File: config.mk
export PLATFORM = sky130hd
export DESIGN_NAME = tex_token_lexer_unit
export DESIGN_NICKNAME = d
export VERILOG_FILES = /design/src/rtl/ttl_pkg.sv /design/src/rtl/tex_token_lexer_unit.sv /design/src/rtl/ttl_core.sv /design/src/rtl/ttl_queue.sv
export SDC_FILE = /design/constraint.sdc
export NUM_CORES = 1
export LEC_CHECK = 0
export ABC_AREA = 1
export BUFFER_PORTS_ARGS = -buffer_cell sky130_fd_sc_hd__buf_4
export CORE_MARGIN = 8
export CORE_UTILIZATION = 53
export DETAILED_ROUTE_END_ITERATION = 16
export PLACE_DENSITY = 0.72
export SLEW_MARGIN = 20
export SYNTH_ARGS = -nofsm -noshare
export SYNTH_HDL_FRONTEND = slang
export SYNTH_SLANG_ARGS = --single-unit
File: constraint.sdc
create_clock -name aclk -period 2.6 [get_ports aclk]
set_input_delay 0.13 -clock aclk [delete_from_list [all_inputs] [get_ports aclk]]
set_output_delay 0.13 -clock aclk [all_outputs]
set_load 0.02 [all_outputs]
File: src/rtl/ttl_pkg.sv
// Shared types, constants and helper functions for the TeX token lexer.
// No dependencies; imported by every module of the lexer.
package ttl_pkg;

    // Sizing of the control-word length counter
    localparam int TOKEN_BUFFER = 256;
    localparam int LEN_W        = $clog2(TOKEN_BUFFER);

    // Result queue depth (two slots per item plus slack)
    localparam int QUEUE_DEPTH  = 4;
    localparam int QPTR_W       = $clog2(QUEUE_DEPTH);
    localparam int QCNT_W       = QPTR_W + 1;

    // Token kinds
    localparam logic [2:0] KIND_CHAR  = 3'd0;
    localparam logic [2:0] KIND_CTRL  = 3'd1;
    localparam logic [2:0] KIND_BEGIN = 3'd2;
    localparam logic [2:0] KIND_END   = 3'd3;
    localparam logic [2:0] KIND_ALIGN = 3'd4;
    localparam logic [2:0] KIND_EOT   = 3'd5;

    // Special bytes
    localparam logic [7:0] BYTE_NUL    = 8'h00;
    localparam logic [7:0] BYTE_SPACE  = 8'h20;
    localparam logic [7:0] BYTE_TAB    = 8'h09;
    localparam logic [7:0] BYTE_LBRACE = 8'h7B;
    localparam logic [7:0] BYTE_RBRACE = 8'h7D;
    localparam logic [7:0] BYTE_AMP    = 8'h26;
    localparam logic [7:0] BYTE_BSLASH = 8'h5C;

    // UTF-8 lead byte masks and patterns
    localparam logic [7:0] UTF2_MASK = 8'hE0;
    localparam logic [7:0] UTF2_PAT  = 8'hC0;
    localparam logic [7:0] UTF3_MASK = 8'hF0;
    localparam logic [7:0] UTF3_PAT  = 8'hE0;
    localparam logic [7:0] UTF4_MASK = 8'hF8;
    localparam logic [7:0] UTF4_PAT  = 8'hF0;

    // Lexer modes, one-hot
    typedef enum logic [3:0] {
        MODE_IDLE   = 4'b0001,
        MODE_BSLASH = 4'b0010,
        MODE_WORD   = 4'b0100,
        MODE_UTF8   = 4'b1000
    } lex_mode_t;

    // One result item
    typedef struct packed {
        logic [2:0] kind;
        logic [7:0] tbyte;
        logic       present;
        logic       done;
        logic       last;
    } result_t;

    // Results caused by one input item
    typedef struct packed {
        logic [1:0] count;
        result_t    r0;
        result_t    r1;
    } lex_out_t;

    // Outcome of lexing a byte from the idle mode
    typedef struct packed {
        logic       emit;
        result_t    res;
        lex_mode_t  mode;
        logic [1:0] cont;
        logic       bslash;
    } idle_t;

    function automatic result_t mk_res(logic [2:0] kind, logic [7:0] b,
                                       logic present, logic done);
        result_t r;
        r.kind    = kind;
        r.tbyte   = present ? b : BYTE_NUL;
        r.present = present;
        r.done    = done;
        r.last    = 1'b0;
        return r;
    endfunction

    function automatic logic is_letter(logic [7:0] b);
        return ((b >= 8'h61) && (b <= 8'h7A)) || ((b >= 8'h41) && (b <= 8'h5A));
    endfunction

    function automatic idle_t idle_lex(logic [7:0] b);
        idle_t o;
        o.emit   = 1'b1;
        o.mode   = MODE_IDLE;
        o.cont   = 2'd0;
        o.bslash = 1'b0;
        o.res    = mk_res(KIND_CHAR, b, 1'b1, 1'b1);
        if (b == BYTE_NUL) begin
            o.res = mk_res(KIND_EOT, BYTE_NUL, 1'b0, 1'b1);
        end else if ((b == BYTE_SPACE) || (b == BYTE_TAB)) begin
            o.emit = 1'b0;
        end else if (b == BYTE_LBRACE) begin
            o.res = mk_res(KIND_BEGIN, b, 1'b1, 1'b1);
        end else if (b == BYTE_RBRACE) begin
            o.res = mk_res(KIND_END, b, 1'b1, 1'b1);
        end else if (b == BYTE_AMP) begin
            o.res = mk_res(KIND_ALIGN, b, 1'b1, 1'b1);
        end else if (b == BYTE_BSLASH) begin
            o.res    = mk_res(KIND_CTRL, b, 1'b1, 1'b0);
            o.mode   = MODE_BSLASH;
            o.bslash = 1'b1;
        end else if ((b & UTF2_MASK) == UTF2_PAT) begin
            o.res  = mk_res(KIND_CHAR, b, 1'b1, 1'b0);
            o.mode = MODE_UTF8;
            o.cont = 2'd1;
        end else if ((b & UTF3_MASK) == UTF3_PAT) begin
            o.res  = mk_res(KIND_CHAR, b, 1'b1, 1'b0);
            o.mode = MODE_UTF8;
            o.cont = 2'd2;
        end else if ((b & UTF4_MASK) == UTF4_PAT) begin
            o.res  = mk_res(KIND_CHAR, b, 1'b1, 1'b0);
            o.mode = MODE_UTF8;
            o.cont = 2'd3;
        end
        return o;
    endfunction

endpackage

File: src/rtl/tex_token_lexer_unit.sv
// TeX token lexer: one text byte in, zero to two token results out.
// Results are written into the result queue when their byte is accepted and are offered from its head.
// Throughput: one byte per cycle; a four-entry result queue absorbs the
// second result of a byte, and input stalls only when fewer than two slots are free.
// Reset (aresetn low at a clock edge) returns the lexer to idle and empties the queue.
// Depends on ttl_pkg, ttl_core, ttl_queue.
module tex_token_lexer_unit
    import ttl_pkg::*;
(
    input  logic        aclk,
    input  logic        aresetn,
    input  logic        s_tvalid,
    output logic        s_tready,
    input  logic [7:0]  s_tdata,   // [7:0] text_byte
    output logic        m_tvalid,
    input  logic        m_tready,
    output logic [15:0] m_tdata,   // [7:0] token_byte, [8] last_result, zero fill
    output logic        m_tlast,   // token_done
    output logic [3:0]  m_tuser    // [2:0] token_kind, [3] byte_present
);

    logic     accept;
    lex_out_t lex_out;
    result_t  head;

    assign accept = s_tvalid && s_tready;

    // Classify the byte and update lexer state
    ttl_core u_core (
        .aclk      (aclk),
        .aresetn   (aresetn),
        .en        (accept),
        .text_byte (s_tdata),
        .lex_out   (lex_out)
    );

    // Queue results toward the output
    ttl_queue u_queue (
        .aclk      (aclk),
        .aresetn   (aresetn),
        .push      (accept),
        .lex_in    (lex_out),
        .room      (s_tready),
        .out_valid (m_tvalid),
        .out_ready (m_tready),
        .out_res   (head)
    );

    // Pack the head result onto the output ports
    assign m_tdata = {7'd0, head.last, head.tbyte};
    assign m_tlast = head.done;
    assign m_tuser = {head.present, head.kind};

endmodule

File: src/rtl/ttl_core.sv
// Lexer state machine: classifies each accepted byte and forms up to two results.
// Depends on ttl_pkg.
module ttl_core
    import ttl_pkg::*;
(
    input  logic       aclk,
    input  logic       aresetn,
    input  logic       en,
    input  logic [7:0] text_byte,
    output lex_out_t   lex_out
);

    lex_mode_t        mode_reg, mode_next;
    logic [1:0]       cont_reg, cont_next;
    logic [LEN_W-1:0] len_reg, len_next;

    idle_t            idle;
    logic [1:0]       cont_dec;
    lex_out_t         o;

    localparam logic [LEN_W-1:0] LEN_MAX = LEN_W'(TOKEN_BUFFER - 1);

    // Form results and next state from the current mode and byte
    always_comb begin
        idle      = idle_lex(text_byte);
        cont_dec  = (cont_reg == 2'd0) ? 2'd0 : cont_reg - 2'd1;
        mode_next = mode_reg;
        cont_next = cont_reg;
        len_next  = len_reg;
        o.count   = 2'd0;
        o.r0      = '0;
        o.r1      = '0;
        case (mode_reg)
            MODE_BSLASH: begin
                o.count = 2'd1;
                len_next  = '0;
                mode_next = MODE_IDLE;
                if (text_byte == BYTE_NUL) begin
                    o.r0    = mk_res(KIND_CTRL, BYTE_NUL, 1'b0, 1'b1);
                    o.r1    = idle.res;
                    o.count = 2'd2;
                end else if (is_letter(text_byte)) begin
                    o.r0      = mk_res(KIND_CTRL, text_byte, 1'b1, 1'b0);
                    mode_next = MODE_WORD;
                    len_next  = LEN_W'(2);
                end else begin
                    o.r0 = mk_res(KIND_CTRL, text_byte, 1'b1, 1'b1);
                end
            end
            MODE_WORD: begin
                if (is_letter(text_byte)) begin
                    // drop letters past the buffer length
                    if (len_reg < LEN_MAX) begin
                        o.r0     = mk_res(KIND_CTRL, text_byte, 1'b1, 1'b0);
                        o.count  = 2'd1;
                        len_next = len_reg + LEN_W'(1);
                    end
                end else begin
                    o.r0      = mk_res(KIND_CTRL, BYTE_NUL, 1'b0, 1'b1);
                    o.count   = 2'd1;
                    mode_next = MODE_IDLE;
                    len_next  = '0;
                    // eat one trailing space, otherwise lex the byte afresh
                    if (text_byte != BYTE_SPACE) begin
                        o.r1      = idle.res;
                        o.count   = idle.emit ? 2'd2 : 2'd1;
                        mode_next = idle.mode;
                        cont_next = idle.cont;
                        len_next  = idle.bslash ? LEN_W'(1) : '0;
                    end
                end
            end
            MODE_UTF8: begin
                o.count = 2'd1;
                if (text_byte == BYTE_NUL) begin
                    o.r0      = mk_res(KIND_CHAR, BYTE_NUL, 1'b0, 1'b1);
                    o.r1      = idle.res;
                    o.count   = 2'd2;
                    mode_next = MODE_IDLE;
                    cont_next = 2'd0;
                end else begin
                    cont_next = cont_dec;
                    o.r0      = mk_res(KIND_CHAR, text_byte, 1'b1, cont_dec == 2'd0);
                    if (cont_dec == 2'd0) begin
                        mode_next = MODE_IDLE;
                    end
                end
            end
            default: begin
                o.r0      = idle.res;
                o.count   = idle.emit ? 2'd1 : 2'd0;
                mode_next = idle.mode;
                cont_next = idle.cont;
                len_next  = idle.bslash ? LEN_W'(1) : '0;
            end
        endcase
        // mark the last result of this item
        if (o.count == 2'd1) begin
            o.r0.last = 1'b1;
        end
        if (o.count == 2'd2) begin
            o.r1.last = 1'b1;
        end
    end

    assign lex_out = o;

    // Advance state on each accepted item
    always_ff @(posedge aclk) begin
        if (!aresetn) begin
            mode_reg <= MODE_IDLE;
            cont_reg <= 2'd0;
            len_reg  <= '0;
        end else if (en) begin
            mode_reg <= mode_next;
            cont_reg <= cont_next;
            len_reg  <= len_next;
        end
    end

endmodule

File: src/rtl/ttl_queue.sv
// Small result queue: takes up to two results per cycle, hands out one per cycle while out_ready is high.
// Depends on ttl_pkg.
module ttl_queue
    import ttl_pkg::*;
(
    input  logic     aclk,
    input  logic     aresetn,
    input  logic     push,
    input  lex_out_t lex_in,
    output logic     room,
    output logic     out_valid,
    input  logic     out_ready,
    output result_t  out_res
);

    result_t           slot_reg [QUEUE_DEPTH];
    logic [QPTR_W-1:0] wr_reg, rd_reg;
    logic [QCNT_W-1:0] cnt_reg;
    logic [1:0]        n_push;
    logic              pop;

    assign n_push    = push ? lex_in.count : 2'd0;
    assign out_valid = (cnt_reg != '0);
    assign pop       = out_valid && out_ready;
    assign out_res   = slot_reg[rd_reg];
    // accept an item only with space for two results
    assign room      = (cnt_reg <= QCNT_W'(QUEUE_DEPTH - 2));

    // Store results
    always_ff @(posedge aclk) begin
        if (n_push != 2'd0) begin
            slot_reg[wr_reg] <= lex_in.r0;
        end
        if (n_push == 2'd2) begin
            slot_reg[wr_reg + QPTR_W'(1)] <= lex_in.r1;
        end
    end

    // Advance pointers and fill count
    always_ff @(posedge aclk) begin
        if (!aresetn) begin
            wr_reg  <= '0;
            rd_reg  <= '0;
            cnt_reg <= '0;
        end else begin
            wr_reg  <= wr_reg + QPTR_W'(n_push);
            rd_reg  <= rd_reg + QPTR_W'(pop);
            cnt_reg <= cnt_reg + QCNT_W'(n_push) - QCNT_W'(pop);
        end
    end

endmodule
Yosys cells after proc, flatten, opt, wreduce, memory -nomap -nowiden
Memory sizes are Yosys's and may differ from the RTL's. A register that Yosys moved wholly into a read port is not among the register bits.
Index checks and enable logic that the tools add are counted.
Widths: inputs -> output; s select.
{"block": "totals", "latch_bits": 0, "output_inout_bits": 23, "memories": 1, "ff_bits": 21, "romBits": 0, "ramBits": 56, "inputBits": 12}
{"block": "classes", "div": 0, "n_eq_ne": 20, "mux": 64, "addsub": 7, "n_reduce_logical": 15, "multipliers": 0, "n_lt_le_gt_ge": 6, "n_bitwise": 2, "n_shift": 0}
{"name": "u_queue.slot_reg", "depth": 4, "width": 14, "read_ports": 1, "rd_clocked_by_memory_dff": 1, "write_ports": 2, "line_no": "ttl_queue.sv:16", "text": "result_t slot_reg [QUEUE_DEPTH];"}
{"operator": "$mux 20", "n": 6}
{"operator": "$mux 14", "n": 7}
{"operator": "$mux 8", "n": 7}
{"operator": "$pmux 16 s3", "n": 1}
{"operator": "$mux 7", "n": 4}
{"operator": "$pmux 14 s2", "n": 1}
{"operator": "$eq 8x7->1 const B", "n": 3}
{"operator": "$mux 2", "n": 12}
{"operator": "$pmux 8 s3", "n": 1}
{"operator": "$mux 11", "n": 2}
{"operator": "$mux 21", "n": 1}
{"operator": "$mux 4", "n": 5}
{"operator": "$mux 18", "n": 1}
{"operator": "$eq 8x6->1 const B", "n": 2}
{"operator": "$ge 8x7->1 const B", "n": 2}
{"operator": "$le 8x7->1 const B", "n": 2}
{"operator": "$mux 16", "n": 1}
{"operator": "$mux 15", "n": 1}
{"operator": "$pmux 4 s3", "n": 1}
{"operator": "$mux 1", "n": 11}
{"operator": "$add 8x1->8 const B", "n": 1}
{"operator": "$eq 4x4->1 const B", "n": 2}
{"operator": "$eq 8x4->1 const B", "n": 1}
{"operator": "$logic_not 8->1", "n": 1}
{"operator": "30 further kinds", "n": 38}

Logic depth before layout (Yosys ltp)
Gate-level depths: netlist of the first run.
{"block": "logic_depth", "word_depth": 21, "ltp_mapped": 17, "depth_no_buf": 16}

By module
From an unflattened synthesis of the first run, not the netlist that was laid out.
{"block": "hier_totals", "hier_cells": 615, "hier_area_um2": 4709.5}
{"module": "ttl_queue", "seq_area_each_um2": 1821.7, "area_per_inst_um2": 3193.1, "cells_each": 340, "instances": 1}
{"module": "ttl_core", "seq_area_each_um2": 280.3, "area_per_inst_um2": 1452.6, "cells_each": 265, "instances": 1}
{"module": "tex_token_lexer_unit", "seq_area_each_um2": 0.0, "area_per_inst_um2": 63.8, "cells_each": 10, "instances": 1}

Least setup slack after synthesis of the first run
OpenSTA, ideal clock, no wires.
{"block": "synth_path", "kind": "register -> register", "startpoint": "reg u_queue.cnt_reg[1]", "endpoint": "reg u_queue.cnt_reg[2]", "n_path_buf": 0, "path_stages_with_launch": 10, "setup_ns": 0.120, "arrival_time_ns": 2.146, "setup_slack_ns": 0.335, "t_required_ns": 2.480, "cell_sequence": "dfxtp_1 > a21oi_1 > nand2_1 > inv_1 > nand2_1 > ha_1 > fa_1 > xor2_1 > inv_1 > nor2_1"}
{"block": "synth_between", "elab_chain_len": 5}
{"item": "start: declaration", "line_no": "ttl_queue.sv:18", "text": "logic [QCNT_W-1:0] cnt_reg;"}
{"item": "start signal: assignment", "line_no": "ttl_queue.sv:48", "text": "cnt_reg <= cnt_reg + QCNT_W'(n_push) - QCNT_W'(pop);"}
{"item": "$le 3x2->1", "line_no": "ttl_queue.sv:27", "text": "assign room = (cnt_reg <= QCNT_W'(QUEUE_DEPTH - 2));"}
{"item": "named net s_tready", "line_no": "tex_token_lexer_unit.sv:13", "text": "output logic s_tready,"}
{"item": "$logic_and 1x1->1", "line_no": "tex_token_lexer_unit.sv:26", "text": "assign accept = s_tvalid && s_tready;"}
{"item": "$mux 2", "line_no": "ttl_queue.sv:22", "text": "assign n_push = push ? lex_in.count : 2'd0;"}
{"item": "$add 3x2->3", "line_no": "ttl_queue.sv:48"}
{"item": "$sub 3x1->3", "line_no": "ttl_queue.sv:48"}
The timed path passes the listed nets, and every way through them passes these cells.
A chain may end at the register's enable or synchronous reset.

Worst setup path in the final report of the first run
{"block": "layout_path", "startpoint": "reg u_core.mode_reg[3]", "endpoint": "reg u_queue.cnt_reg[2]"}
{"block": "layout_between", "elab_chain_len": 5}
{"item": "start: declaration", "line_no": "ttl_core.sv:13", "text": "lex_mode_t mode_reg, mode_next;"}
{"item": "start signal: assignment", "line_no": "ttl_core.sv:115", "text": "mode_reg <= mode_next;"}
{"item": "$eq 4x4->1 (tied with other cells)", "line_no": "ttl_core.sv:33", "text": "case (mode_reg)"}
{"item": "$pmux 16 s3 *", "line_no": "ttl_core.sv:33"}
{"item": "$mux 2 *", "line_no": "ttl_queue.sv:22"}
{"item": "$add 3x2->3 *", "line_no": "ttl_queue.sv:48"}
{"item": "$sub 3x1->3 *", "line_no": "ttl_queue.sv:48"}
Every way passes the cells marked *; elsewhere a longest branch is shown, timed or not.

==> impl_metrics.yaml, run 1 <==
status:
  status: "complete, no violations"
clock_network:
  cts_setup_buffers: 0
  cts_buffers: 9
  clk_path_buf_depth: 2
  cts_resized: 0
  ctsHoldBuffers: 0
  insertion_delay_ns: 0.35
  cts_tree: "yes"
  htree_levels: 3
  clock-sinks: 77
  clkTransAtPathRegs_ns: 0.08
  clock-root-buffer: "clkbuf_8"
setup_path:
  crit_path_max_fanout: 5
  path_cells: "nor2_1 > nand3_1 > nand2_1 > nand2_1 > o21ai_4 > nand2_1 > ha_1 > fa_1 > xor2_1 > inv_1 > nor2_1"
  start_kind: "register"
  required_ns: 2.83
  cp.arrival_ns: 2.59
  crit_top_cell: "nand2_1"
  cp-end-kind: "register"
  cpMaxStageDelayCell: "fa_1"
  crit_type: "register to register"
  cpPeakStageDelay_ns: 0.41
placement:
  hpwl_mm: 7.10
  pre_cts_ws_ns: 0.206
  place.gp.congestion: 0.938
  io_buffer_count: 27
global_routing:
  grt_usage: 0.186
  grt_pass1_wl_mm: 16.6
  grt_max_degree: 30
  overflow: 0
  grt_pass1_vias: 3472
  antenna_found_initial: 0
routing:
  totalWireLength_mm: 10.1
  viasPerCell: 5.48
  num_vias: 3581
  detail-route-antenna-nets: 0
  dr.pass1.iters: 5
  drcViolationCount: 0
  drtIter0Drc: 219
  avgRoutedWirePerCell_um: 15.5
floorplan:
  die_area_um2: 11000
  die_w_um: 105
  start_util: 0.547
  die_h_um: 105
  core_area_um2: 7690
  io_pins: 35
  fp-row-count: 32
cells_and_area:
  finalNetCount: 565
  multiInputGateArea_um2: 1790
  fillers: 701
  n_antenna_cell: 0
  largest_reg_flops: 56
  layout-drive-gt1-share: 0.118
  area_growth_pct: 12.0
  seq_area_um2: 2100
sta:
  holdWs_ns: 0.0641
  finalSetupTns_ns: 0
  clock-skew-final_ns: 0.0135
  fin_crit_sh: 0.905
  worst_slew_pin_slew_ns: 0.746
  rsz0062_at_grt: "no"
  setup_ws_ns: 0.247
  hold_viol: 0
  relSlewSlack: 0.500
  setup_violations: 0
  fmax_mhz: 425
  finalWorstPathRequiredPeriod_ns: 2.35
  slew_viol_final: 0
min_path:
  hp-class: "input pin to register"
synthesis:
  synth-edff-count: 56
  netlist.area_leader.share: 0.400
  yosys.area.top_type: "edfxtp_1"
  syn_avg_cell_area_um2: 8.19
  ys_warn_count: 0
  ys_top_cells_by_area: "edfxtp_1, dfxtp_1, nand2_1"
  syn_area_um2: 4200
  synth_ff_type: "edfxtp_1"
  synthArstFlopShare: 0
  ys_ff_latch: 77
  yosysSeqAreaShare: 0.500
  synth_cells: 513
  ys_types: 32
run:
  cap_viol_max_count: 0
power_and_ir_drop:
  p_per_area_nw_per_um2: 801
  ir_worst_vdd_uv: 449
  leakagePower_nw: 1.88
-- synthesized netlist by cell type, types with 2 or more instances --
| master | count |
|---|---|
| nand3_1 | 15 |
| nand4_1 | 4 |
| buf_4 | 7 |
| nand3_2 | 4 |
| o21ai_2 | 6 |
| inv_1 | 50 |
| buf_6 | 4 |
| dfxtp_1 | 21 |
| clkbuf_1 | 8 |
| xor2_1 | 2 |
| o22ai_1 | 14 |
| xnor2_1 | 3 |
| nor2_1 | 77 |
| o21ai_1 | 18 |
| o21ai_0 | 71 |
| buf_2 | 2 |
| clkinv_1 | 2 |
| a21oi_1 | 18 |
| nor3_1 | 9 |
| ha_1 | 6 |
| edfxtp_1 | 56 |
| nand2_1 | 106 |
-- worst paths after layout --
kind,from,endpoint,slack (ns),depth (start not counted)
worst min-delay path,aresetn,u_queue.rd_reg[0],0.06,3
worst min register to register,u_core.cont_reg[1],u_core.cont_reg[1],0.49,2
worst max-delay path,u_core.mode_reg[3],u_queue.cnt_reg[2],0.25,11
worst max register to register,u_core.mode_reg[3],u_queue.cnt_reg[2],0.25,11
-- worst max-delay path, delay by kind of cell, from the launching register on --
family | cells | cell delay [ns]
AOI/OAI and AO/OA | 1 | 0.14
xor gates and xnor gates | 1 | 0.17
adders and majority gates | 2 | 0.73
buffers and inverters | 1 | 0.06
DFF | 1 | 0.33
and+or+nand+nor | 6 | 0.82
-- layer usage --
layer / vias up / track usage / routed length, um
met3: 21 / 0.0356 / 570
met1: 1654 / 0.218 / 4430
li1: 1788 / - / -
met5: - / 0 / 0
met4: 0 / 0.0989 / 267
met2: 118 / 0.317 / 4860
-- logic make-up (layout without fill, tap and decap cells) --
| family | after synthesis | after routing | share of synthesized area |
|---|---|---|---|
| AOI/OAI and AO/OA | 132 | 132 | 0.172 |
| xor gates and xnor gates | 5 | 5 | 0.0104 |
| adders and majority gates | 7 | 7 | 0.0226 |
| buffers and inverters | 73 | 105 | 0.0792 |
| DFF | 77 | 77 | 0.500 |
| other | 1 | 7 | 0.000892 |
| and+or+nand+nor | 218 | 218 | 0.215 |
-- area by class of cell --
class,count,area share
Multi-Input combinational cell,369,0.380
Tap cell,102,0.0271
Clock inverter,6,0.0186
Clock buffer,10,0.0271
Timing Repair Buffer,37,0.0590
Inverter,52,0.0415
Sequential cell,77,0.446
-- report_power, final --
group | switching [mW] | internal (mW)
Clock | 0.442 | 0.541
Combinational | 0.806 | 0.429
Sequential | 0.0603 | 1.49
-- cells in the final DEF, fill, tap and decap left out, types with 7 or more instances in the layout --
master    netlist  layout
nor3_1          9       9
conb_1          1       7
dfxtp_1        21      21
o21ai_0        71      71
inv_1          50      50
o21ai_1        18      18
buf_4           7      37
nand2_1       106     106
nor2_1         77      77
edfxtp_1       56      56
nand3_1        15      15
o22ai_1        14      14
clkbuf_8        0       9
a21oi_1        18      18
-- stage by stage --
step,power [mW],instances,util,instance area [um^2]
floorplan,2.38,519,-,4230
global placement,2.80,637,0.584,4490
detailed placement,2.82,637,0.584,4490
CTS,3.80,653,0.612,4710
global route,3.98,653,0.612,4710
finish,3.77,653,0.612,4710
(Power assumes the default switching activity.)
==> run 2: changes to the inputs <==
--- a/config.mk
+++ b/config.mk
@@ -10,6 +10,7 @@
 export CORE_MARGIN = 8
 export CORE_UTILIZATION = 53
 export DETAILED_ROUTE_END_ITERATION = 16
+export MAX_ROUTING_LAYER = met4
 export PLACE_DENSITY = 0.72
 export SLEW_MARGIN = 20
 export SYNTH_ARGS = -nofsm -noshare
==> impl_metrics.yaml, run 2 (synthesis results as in run 1) <==
cells_and_area:
  layout_common_cells: "nand2_1, nor2_1, o21ai_0"
  fin_util: 0.612
  layout_commonest_cell: "nand2_1"
  layout-drive-gt1-share: 0.118
  area_growth_pct: 12.0
  n_antenna_cell: 0
  finalNetCount: 565
  largest_reg_flops: 56
global_routing:
  antenna_found_initial: 0
  grt_max_degree: 30
  overflow: 0
  grt_usage: 0.194
  grt_pass1_vias: 3498
  grt_pass1_wl_mm: 16.7
floorplan:
  start_util: 0.547
  core_area_um2: 7690
  die_w_um: 105
  die_area_um2: 11000
  die_h_um: 105
  io_pins: 35
  fp-row-count: 32
sta:
  finalSetupTns_ns: 0
  fin_crit_sh: 0.901
  slew_viol_final: 0
  clock-skew-final_ns: 0.0124
  worst_slew_pin_slew_ns: 0.794
  finalWorstPathRequiredPeriod_ns: 2.34
  relSlewSlack: 0.467
  hold_viol: 0
  rsz0062_at_grt: "no"
  holdWs_ns: 0.0626
  fmax_mhz: 427
  setup_violations: 0
setup_path:
  crit_type: "register to register"
  path_cells: "nor2_1 > nand2_1 > clkinv_1 > nor2_1 > nand2_1 > nand3_1 > inv_1 > ha_1 > inv_1 > fa_1 > nor2_1"
  cp.arrival_ns: 2.63
  r2r_start: "u_core.mode_reg[3]"
  r2r_cells: 11
  crit_top_cell: "nor2_1"
  required_ns: 2.89
  cpMaxStageDelayCell: "nor2_1"
  crit_path_max_fanout: 9
  startpoint: "u_core.mode_reg[3]"
  cpPeakStageDelay_ns: 0.42
  start_kind: "register"
  cp-end-kind: "register"
power_and_ir_drop:
  p_per_area_nw_per_um2: 799
  ir_worst_vdd_uv: 472
  leakagePower_nw: 1.88
min_path:
  hp-class: "input pin to register"
  hold_depth: 3
  min_from: "aresetn"
clock_network:
  clock-root-buffer: "clkbuf_8"
  cts_setup_buffers: 0
  htree_levels: 3
  insertion_delay_ns: 0.35
  cts_buffers: 9
  cts_tree: "yes"
  cts_resized: 0
  ctsHoldBuffers: 0
  clk_path_buf_depth: 2
  clock-sinks: 77
  clkTransAtPathRegs_ns: 0.08
routing:
  drtIter0Drc: 218
  dr.pass1.iters: 5
  totalWireLength_mm: 10.1
  drcViolationCount: 0
  detail-route-antenna-nets: 0
  viasPerCell: 5.58
  avgRoutedWirePerCell_um: 15.5
  num_vias: 3641
placement:
  io_buffer_count: 27
  place.gp.congestion: 0.967
  hpwl_mm: 7.11
run:
  cap_viol_max_count: 0
status:
  status: "complete, no violations"
==> run 2: cell counts in the layout (fill, tap and decap cells not counted) <==
No cell type changed its count.
==> run 2: routing by layer <==
layer | wire length (um) | global-route usage
met5 | 0 | -
met4 | 202 | 0.0765
met3 | 700 | 0.0424
met2 | 4830 | 0.325
met1 | 4410 | 0.221
==> run 2: worst max-delay path: cells and delay by family (launching register included) <==
| family | cells | cell delay [ns] |
|---|---|---|
| buf+inv | 3 | 0.38 |
| fa+ha+maj | 2 | 0.57 |
| simple gates | 6 | 0.97 |
| flops | 1 | 0.37 |
==> run 2: layout make-up <==
type                    instances  area [um^2]
clock buffers                  10          128
repair buffers                 37          278
flip-flops and latches         77         2100
well taps                     102          128
multi-input cells             369         1790
inverters                      52          195
clock inverters                 6         87.6
fillers                       694         2980
==> run 2: where the power goes <==
part / switching, mW / leakage (nW) / internal (mW)
Sequential: 0.0609 / 0.670 / 1.49
Combinational: 0.805 / 1.10 / 0.429
Clock: 0.437 / 0.110 / 0.541
==> run 2: per-stage QoR <==
step           power, mW  worst slack [ns]  instances  instance area [um^2]
6_report            3.76             0.257        653                  4710
5_1_grt             3.99            0.0230        653                  4710
4_1_cts             3.80             0.256        653                  4710
3_5_place_dp        2.82             0.245        637                  4490
3_3_place_gp        2.80             0.248        637                  4490
2_1_floorplan       2.38             0.335        519                  4230
==> run 2: final timing paths <==
check | slack (ns) | to
worst min register to register | 0.49 | u_core.cont_reg[1]
worst min-delay path | 0.06 | u_queue.rd_reg[0]
worst max-delay path | 0.26 | u_queue.cnt_reg[1]
worst max register to register | 0.26 | u_queue.cnt_reg[1]
